[src/hdl/psa_pkg.sv]
`timescale 1ns / 1ps
// shared types for the prime sum accumulator
// no dependencies

package psa_pkg;

    // sequencer states, one-hot
    typedef enum logic [5:0] {
        S_IDLE = 6'b000001,
        S_TEST = 6'b000010,
        S_DIV  = 6'b000100,
        S_STEP = 6'b001000,
        S_ADD  = 6'b010000,
        S_EMIT = 6'b100000
    } psa_state_t;

endpackage

[src/hdl/prime_sum_accumulator.sv]
`timescale 1ns / 1ps
// prime sum accumulator: trial-division primality test with a bit-serial divider
// depends on psa_pkg
//
// usage
// - input stream s_*: one signed value per transfer in s_tdata; zero ends a sequence
// - output stream m_*: one transfer per zero, m_tdata holds the saturated sum of the
//   primes seen since the previous zero, m_tuser flags that the sum saturated
// - s_tready is high only while the sequencer is idle; one value is tested at a time
// - negative, one and even values (except two) retire straight from idle without a divisor trial
// - an odd value n >= 3 tries odd divisors d = 3, 5, ... while d*d <= n; each divisor
//   passes through the square bound check in S_TEST, VALUE_BITS steps of the remainder
//   loop in S_DIV (one quotient bit per cycle) and the remainder test in S_STEP
// - a zero leads to S_EMIT, which sets m_tvalid once the output register is free
// - the output register holds its result while m_tready is low; the next value is
//   still taken, only a following zero waits until the pending result has gone out
// - reset clears the running sum, the overflow flag and the output valid

module prime_sum_accumulator
    import psa_pkg::*;
#(
    parameter int VALUE_BITS = 32
) (
    input  logic                                   clk,
    input  logic                                   rst_n,
    // input stream
    input  logic                                   s_tvalid,
    output logic                                   s_tready,
    input  logic [((VALUE_BITS + 7) / 8) * 8 - 1:0] s_tdata,  // [VALUE_BITS-1:0] value
    // output stream
    output logic                                   m_tvalid,
    input  logic                                   m_tready,
    output logic [((VALUE_BITS + 7) / 8) * 8 - 1:0] m_tdata,  // [VALUE_BITS-1:0] prime_sum
    output logic                                   m_tuser    // [0] overflowed
);

    localparam int TDW = ((VALUE_BITS + 7) / 8) * 8;
    localparam int DW  = VALUE_BITS / 2 + 2;          // divisor width
    localparam int SQW = VALUE_BITS + 1;              // divisor square width
    localparam int CW  = $clog2(VALUE_BITS);
    localparam logic [VALUE_BITS-1:0] SUM_MAX = {1'b0, {(VALUE_BITS - 1){1'b1}}};
    localparam logic [CW-1:0] CNT_LAST = CW'(VALUE_BITS - 1);

    psa_state_t state_reg, state_next;

    logic [VALUE_BITS-1:0] n_reg, n_next;
    logic [VALUE_BITS-1:0] shift_reg, shift_next;
    logic [DW-1:0]         d_reg, d_next;
    logic [SQW-1:0]        sq_reg, sq_next;
    logic [DW-1:0]         rem_reg, rem_next;
    logic [CW-1:0]         cnt_reg, cnt_next;
    logic [VALUE_BITS-1:0] sum_reg, sum_next;
    logic                  sat_reg, sat_next;
    logic                  ovalid_reg, ovalid_next;
    logic [VALUE_BITS-1:0] osum_reg, osum_next;
    logic                  oflag_reg, oflag_next;

    logic [VALUE_BITS-1:0] in_value;
    logic [DW:0]           trial;
    logic [DW:0]           trial_diff;
    logic [VALUE_BITS-1:0] sum_add;
    logic [DW+1:0]         sq_step;
    logic                  in_xfer;
    logic                  out_free;

    assign in_value   = s_tdata[VALUE_BITS-1:0];
    assign in_xfer    = s_tvalid && s_tready;
    assign out_free   = !ovalid_reg || m_tready;

    // one restoring division step: bring in the next dividend bit
    assign trial      = {rem_reg, shift_reg[VALUE_BITS-1]};
    assign trial_diff = trial - {1'b0, d_reg};

    // (d + 2)^2 = d^2 + 4d + 4
    assign sq_step    = {d_reg, 2'b00} + (DW + 2)'(4);
    assign sum_add    = sum_reg + n_reg;

    assign s_tready = (state_reg == S_IDLE);
    assign m_tvalid = ovalid_reg;
    assign m_tdata  = TDW'(osum_reg);
    assign m_tuser  = oflag_reg;

    // sequencer
    always_comb
    begin
        state_next  = state_reg;
        n_next      = n_reg;
        shift_next  = shift_reg;
        d_next      = d_reg;
        sq_next     = sq_reg;
        rem_next    = rem_reg;
        cnt_next    = cnt_reg;
        sum_next    = sum_reg;
        sat_next    = sat_reg;
        ovalid_next = ovalid_reg && !m_tready;
        osum_next   = osum_reg;
        oflag_next  = oflag_reg;

        unique case (state_reg)
            S_IDLE:
            begin
                if (in_xfer)
                begin
                    n_next  = in_value;
                    d_next  = DW'(3);
                    sq_next = SQW'(9);
                    if (in_value == '0)
                        state_next = S_EMIT;
                    else if (in_value[VALUE_BITS-1] || in_value == VALUE_BITS'(1))
                        state_next = S_IDLE;
                    else if (!in_value[0])
                        state_next = (in_value == VALUE_BITS'(2)) ? S_ADD : S_IDLE;
                    else
                        state_next = S_TEST;
                end
            end
            S_TEST:
            begin
                // no divisor left below the square root: prime
                if (sq_reg > {1'b0, n_reg})
                    state_next = S_ADD;
                else
                begin
                    shift_next = n_reg;
                    rem_next   = '0;
                    cnt_next   = '0;
                    state_next = S_DIV;
                end
            end
            S_DIV:
            begin
                if (!trial_diff[DW])
                    rem_next = trial_diff[DW-1:0];
                else
                    rem_next = trial[DW-1:0];
                shift_next = {shift_reg[VALUE_BITS-2:0], 1'b0};
                cnt_next   = cnt_reg + CW'(1);
                if (cnt_reg == CNT_LAST)
                    state_next = S_STEP;
            end
            S_STEP:
            begin
                if (rem_reg == '0)
                    state_next = S_IDLE;
                else
                begin
                    d_next     = d_reg + DW'(2);
                    sq_next    = sq_reg + SQW'(sq_step);
                    state_next = S_TEST;
                end
            end
            S_ADD:
            begin
                // both operands are below 2^(VALUE_BITS-1), so the top bit marks overflow
                if (sum_add[VALUE_BITS-1])
                begin
                    sum_next = SUM_MAX;
                    sat_next = 1'b1;
                end
                else
                    sum_next = sum_add;
                state_next = S_IDLE;
            end
            S_EMIT:
            begin
                if (out_free)
                begin
                    ovalid_next = 1'b1;
                    osum_next   = sum_reg;
                    oflag_next  = sat_reg;
                    sum_next    = '0;
                    sat_next    = 1'b0;
                    state_next  = S_IDLE;
                end
            end
            default:
            begin
                state_next = S_IDLE;
            end
        endcase
    end

    // control registers
    always_ff @(posedge clk or negedge rst_n)
    begin
        if (!rst_n)
        begin
            state_reg  <= S_IDLE;
            sum_reg    <= '0;
            sat_reg    <= 1'b0;
            ovalid_reg <= 1'b0;
        end
        else
        begin
            state_reg  <= state_next;
            sum_reg    <= sum_next;
            sat_reg    <= sat_next;
            ovalid_reg <= ovalid_next;
        end
    end

    // datapath registers
    always_ff @(posedge clk)
    begin
        n_reg     <= n_next;
        shift_reg <= shift_next;
        d_reg     <= d_next;
        sq_reg    <= sq_next;
        rem_reg   <= rem_next;
        cnt_reg   <= cnt_next;
        osum_reg  <= osum_next;
        oflag_reg <= oflag_next;
    end

endmodule

[config.mk]
export PLATFORM = sky130hd
export DESIGN_NAME = prime_sum_accumulator
export DESIGN_NICKNAME = d
export VERILOG_FILES = /design/src/hdl/psa_pkg.sv /design/src/hdl/prime_sum_accumulator.sv
export SDC_FILE = /design/constraint.sdc
export NUM_CORES = 1
export LEC_CHECK = 0
export ABC_AREA = 1
export ABC_CLOCK_PERIOD_IN_PS = 3500
export BUFFER_PORTS_ARGS = -buffer_cell sky130_fd_sc_hd__buf_2
export CORE_ASPECT_RATIO = 2
export CORE_MARGIN = 2
export CORE_UTILIZATION = 30
export DETAILED_ROUTE_END_ITERATION = 7
export REMOVE_ABC_BUFFERS = 1
export SYNTH_ARGS = -nofsm -noshare
export SYNTH_HDL_FRONTEND = slang
export SYNTH_SLANG_ARGS = --single-unit
[constraint.sdc]
create_clock -name clk -period 3.5 [get_ports clk]
set_input_delay 0.7 -clock clk [delete_from_list [all_inputs] [get_ports clk]]
set_output_delay 0.7 -clock clk [all_outputs]
set_load 0.02 [all_outputs]
==> results.yml, run 1 <==
status:
  outcome: "finished clean"
setup_path:
  worstSetupPathType: "reg -> reg"
  slowest_stage: "edfxtp_1"
  critical_path.most_common_cell: "o21ai_0"
  critPathBufInv: 2
  critPathTopFamily: "simple AND/OR/NAND/NOR gates"
  crit_arrival_ns: 3.61
  cpPeakStageDelay_ns: 0.37
  critical_path.max_fanout: 5
  worstPathCellList: "inv_1, nor3_2, nand2_1, nor2_2, nand4_1, o21ai_0, inv_1, nor2_1, ha_1, a21o_1, a21oi_1, nand2_1, nor2_4, o21ai_0, o21ai_0, a21oi_1"
  start_kind: "flip-flop"
  required_ns: 3.77
  endpoint_kind: "flip-flop"
sta:
  max_freq_mhz: 300
  slew_viol_final: 0
  post-route-min-period_ns: 3.33
  holdWs_ns: 0.372
  setup_viol: 0
  relSlewSlack: 0.260
  finalHoldViolCount: 0
  finalCritPeriodShare: 0.952
  fin_ws_ns: 0.166
  worst_slew_pin_slew_ns: 1.11
  clock_skew_ns: 0.0142
pwr:
  netSwitchingFraction: 0.459
  clock_power_share: 0.194
  peakVddDrop_v: 0.000454
  pwr-share-comb: 0.502
  power_density_nw_per_um2: 816
  intPower_mw: 6.91
  seqPwrFrac: 0.305
  power_switching_mw: 5.87
  finalPower_mw: 12.8
  p_leak_nw: 7.26
drt:
  initialDrtViolationCount: 500
  dr.pass1.iters: 7
  num_vias: 11700
  routedWlPerCell_um: 17.0
  routed_wl_um: 40700
  routed_via_density: 4.89
  drc_errors: 0
  ant_nets: 0
cts:
  cts_hold_buffers: 0
  cts_tree: "done"
  clk_path_buf_depth: 3
  cts.sinks: 205
  h-tree-depth: 1
  cts.clk_slew.worst_paths_ns: 0.08
  clk_latency_ns: 0.52
  cts_root_buffer: "clkbuf_16"
  cts_buffers: 21
die:
  io_pins: 71
  core_area_um2: 45100
  die_height_um: 307
  die_w_um: 155
  die_area_um2: 47600
  initial_utilization: 0.304
  row_count: 110
layout:
  fillers: 4721
  drive_above_1_share: 0.112
  fin_area_um2: 15700
  final_common_cell: "nand2_1"
  fin_cells: 2401
  area_delta_synth_final_pct: 14.1
  finalNetCount: 1964
  layout_common_cells: "nand2_1, inv_1, nor2_1"
  antennaDiodeCount: 0
placed_design:
  place_area_um2: 14800
  pre_cts_slack_ns: -0.0325
  port_buffers: 69
  place_congestion: 0.939
  hpwl_um: 32700
  placed_cells: 2361
yosys:
  yosys-top-cells-area: "edfxtp_1, nand2_1, ha_1, dfrtp_1, inv_1"
  syn_inst: 1746
  synth-seq-area-share: 0.434
  yosysTopAreaCell: "edfxtp_1"
  ys_types: 48
  syn-mean-instance-area_um2: 7.86
  ys_ff_latch: 205
  synth_top_cell_area_share: 0.363
  yosys_warnings: 0
  synth_area_um2: 13700
global_routing:
  track_usage: 0.173
  grt_pass1_vias: 12300
  antenna_found_initial: 0
  grt.overflow.total: 0
  grt_pass1_wl_um: 63500
  grt_max_degree: 56
hold_path:
  hold_class: "in -> reg"
run:
  maxCapViolCount: 0
path summary, 6_finish.rpt:
| path | from | to | slack (ns) | depth (start not counted) |
|---|---|---|---|---|
| worst max-delay path | d_reg[1] | sq_reg[17] | 0.17 | 16 |
| worst min-delay path | s_tdata[9] | n_reg[9] | 0.37 | 1 |
| worst max register to register | d_reg[1] | sq_reg[17] | 0.17 | 16 |
| worst min register to register | sat_reg | m_tuser | 0.46 | 0 |
| max in group asynchronous | rst_n | sum_reg[3] | 2.41 | 1 |
| min in group asynchronous | rst_n | sum_reg[28] | 0.38 | 1 |
kinds of logic (layout without fill, tap and decap cells):
kind of cell    after synthesis  count (layout)  share of synthesized area
compound gates              223             223                     0.0918
buf+inv                     287             382                     0.0816
fa+ha+maj                   102             102                     0.0946
xor+xnor                     34              34                     0.0217
other cells                   1               1                   0.000273
flops                       205             205                      0.434
simple gates                894             894                      0.276
power by group through the flow:
| stage | Sequential (mW) | Combinational (mW) | Clock, mW |
|---|---|---|---|
| after CTS | 3.88 | 6.29 | 2.54 |
| after detailed placement | 3.93 | 6.25 | 0 |
| final | 3.89 | 6.41 | 2.48 |
| after global placement | 3.93 | 6.19 | 0 |
| after global routing | 3.96 | 7.28 | 2.62 |
| after floorplan | 3.67 | 4.62 | 0 |
timing repair:
action                                  CTS  global route
endpoints found under the setup margin    1            18
gates resized for setup                   1            33
pin swaps                                 0            10
setup buffers                             0             2
metal layers:
metal	vias up	GRT usage	part of all wire
met1	5522	0.148	0.32
li1	5853	-	-
met5	-	0	0
met4	0	0.121	0.078
met3	127	0.0145	0.025
met2	231	0.359	0.57
metrics by stage:
stage           util  setup TNS (ns)
6_report       0.347               0
4_1_cts        0.344               0
5_1_grt        0.347         -0.0908
3_3_place_gp   0.327               0
2_1_floorplan      -           -6.33
3_5_place_dp   0.327         -0.0325
cell usage after synthesis (all sizes together):
cell,count
a21o,10
a21oi,100
a31oi,2
and2,1
and3,2
buf,14
clkbuf,13
clkinv,1
conb,1
dfrtp,38
dfstp,1
edfxtp,166
fa,3
ha,99
inv,259
nand2,525
nand3,103
nand3b,3
nand4,20
nor2,201
nor3,24
nor3b,4
nor4,7
o211ai,1
o21a,9
o21ai,86
o21bai,12
o22ai,1
o31ai,2
or2,4
xnor2,6
xor2,28
layout make-up:
type | count | area [um2] | share of cell area
Inverter | 260 | 976 | 0.0623
Clock inverter | 9 | 174 | 0.0111
Clock buffer | 29 | 566 | 0.0361
Sequential cell | 205 | 5960 | 0.381
Tap cell | 560 | 701 | 0.0447
Multi-Input combinational cell | 1254 | 6810 | 0.434
Timing Repair Buffer | 84 | 483 | 0.0308
Power figures use the tool's default switching activity.
==> run 2: changes to the inputs <==
--- a/config.mk
+++ b/config.mk
@@ -9,8 +9,9 @@
 export ABC_CLOCK_PERIOD_IN_PS = 3500
 export BUFFER_PORTS_ARGS = -buffer_cell sky130_fd_sc_hd__buf_2
-export CORE_ASPECT_RATIO = 2
+export CORE_ASPECT_RATIO = 1.75
 export CORE_MARGIN = 2
 export CORE_UTILIZATION = 30
 export DETAILED_ROUTE_END_ITERATION = 7
+export GPL_ROUTABILITY_DRIVEN = 0
 export REMOVE_ABC_BUFFERS = 1
 export SYNTH_ARGS = -nofsm -noshare
==> constraint.sdc (replaced) <==
create_clock -name clk -period 3.5 [get_ports clk]
set_input_delay 0 -clock clk [delete_from_list [all_inputs] [get_ports clk]]
set_output_delay 0 -clock clk [all_outputs]
set_load 0.02 [all_outputs]
==> run 2 against run 1 <==
Total power shrank 1.4%. First-iteration DRC count grew 22%. Design area grew 2.2%. Clock-buffer cell count shrank 8. Critical path type unchanged. Critical endpoint is now sq_reg[25]. Largest cell class unchanged.
==> results.yml, run 2 (synthesis gave the netlist of run 1 again) <==
setup_path:
  startpoint: "d_reg[1]"
  required_ns: 3.86
  worstSetupPathType: "reg -> reg"
  endpoint_kind: "flip-flop"
  crit_arrival_ns: 3.74
  critical_path.max_fanout: 4
  r2r-start: "d_reg[1]"
  start_kind: "flip-flop"
die:
  core_area_um2: 45100
  io_pins: 71
  row_count: 103
  die_area_um2: 47600
  die_height_um: 287
  die_w_um: 166
  initial_utilization: 0.304
pwr:
  peakVddDrop_v: 0.000464
  power_density_nw_per_um2: 788
  p_leak_nw: 7.39
sta:
  relSlewSlack: 0.290
  max_freq_mhz: 296
  rsz0062_at_grt: "yes"
  fin_setup_tns_ns: 0
  slew_viol_final: 0
  setup_viol: 0
  worst_slew_pin_slew_ns: 1.07
  post-route-min-period_ns: 3.38
  clock_skew_ns: 0.0284
  finalHoldViolCount: 0
  finalCritPeriodShare: 0.965
  holdWs_ns: 0.0474
drt:
  drc_errors: 0
  dr.pass1.iters: 5
  routedWlPerCell_um: 15.8
  initialDrtViolationCount: 610
  ant_nets: 0
  routed_wl_um: 38800
  routed_via_density: 4.86
  num_vias: 11900
global_routing:
  antenna_found_initial: 0
  grt.overflow.total: 0
  grt_pass1_vias: 12200
  grt_pass1_wl_um: 60600
  grt_max_degree: 48
  track_usage: 0.160
layout:
  fin_cells: 2453
  fillers: 4661
  finalNetCount: 2000
  area_delta_synth_final_pct: 16.6
  post-route-util: 0.355
  final_common_cell: "nand2_1"
  antennaDiodeCount: 0
  drive_above_1_share: 0.118
  layout_common_cells: "nand2_1, inv_1, nor2_1"
hold_path:
  hold_class: "in -> reg"
  hp-start: "s_tvalid"
placed_design:
  placed_cells: 2379
  port_buffers: 69
  hpwl_um: 29800
cts:
  cts_root_buffer: "clkbuf_16"
  cts.clk_slew.worst_paths_ns: 0.07
  cts_buffers: 20
  cts_tree: "done"
  h-tree-depth: 1
  clk_latency_ns: 0.54
  clk_path_buf_depth: 3
  cts.sinks: 205
run:
  maxCapViolCount: 0
status:
  outcome: "finished clean"
[run 2: routing by layer]
layer | up-vias | share of wire | track usage
met5 | - | 0 | 0
met4 | 0 | 0.074 | 0.113
met3 | 143 | 0.029 | 0.0167
met2 | 268 | 0.55 | 0.323
met1 | 5593 | 0.35 | 0.146
li1 | 5928 | - | -
[run 2: worst paths after layout]
| path | end | slack [ns] | cells past startpoint |
|---|---|---|---|
| min reg2reg | m_tdata[30] | 0.49 | 0 |
| min in group asynchronous | sum_reg[29] | 0.20 | 2 |
| min | state_reg[1] | 0.05 | 7 |
| max in group asynchronous | sum_reg[14] | 2.63 | 2 |
| max | sq_reg[25] | 0.12 | 19 |
| max reg2reg | sq_reg[25] | 0.12 | 19 |
[run 2: layout make-up]
class	count	area (um2)	area share
multi-input cells	1254	6840	0.427
flip-flops and latches	205	5960	0.372
inverters	260	976	0.0609
repair buffers	121	821	0.0513
well taps	577	722	0.0451
clock buffers	21	504	0.0315
clock inverters	15	188	0.0117
[run 2: what timing repair did]
| item | 4_1_cts | 5_1_grt |
|---|---|---|
| pin swaps | 0 | 14 |
| buffers inserted | 0 | 4 |
| gates resized for setup | 1 | 43 |
| endpoints found under the setup margin | 1 | 18 |
| hold buffers | 34 | 0 |
| hold endpoints to repair | 75 | 0 |
[run 2: power breakdown]
part           switching, mW  internal (mW)  total [mW]
Sequential             0.548           3.33        3.88
Clock                   1.05           1.30        2.35
Combinational           4.29           2.09        6.38
[run 2: worst max-delay path: stages, from the launching register on]
cell	delay, ns
edfxtp_1	0.38
ha_2	0.20
nand2_2	0.08
nor2_4	0.13
nand4_1	0.13
nor2_2	0.24
inv_2	0.08
nor4_4	0.32
xor2_1	0.22
inv_1	0.11
ha_4	0.31
nand2_4	0.07
nor2_4	0.12
inv_2	0.06
nor3_4	0.18
nand3_2	0.10
nand3_2	0.12
buf_4	0.11
o21ai_0	0.06
a21oi_1	0.17
[run 2: stage by stage]
stage          area [um2]  total power, mW  setup slack [ns]
3_5_place_dp        14800             10.0            0.0571
6_report            16000             12.6             0.122
2_1_floorplan       13600             8.29            -0.304
3_3_place_gp        14800             9.94             0.165
4_1_cts             15800             12.5            0.0475
5_1_grt             16000             13.6            -0.102
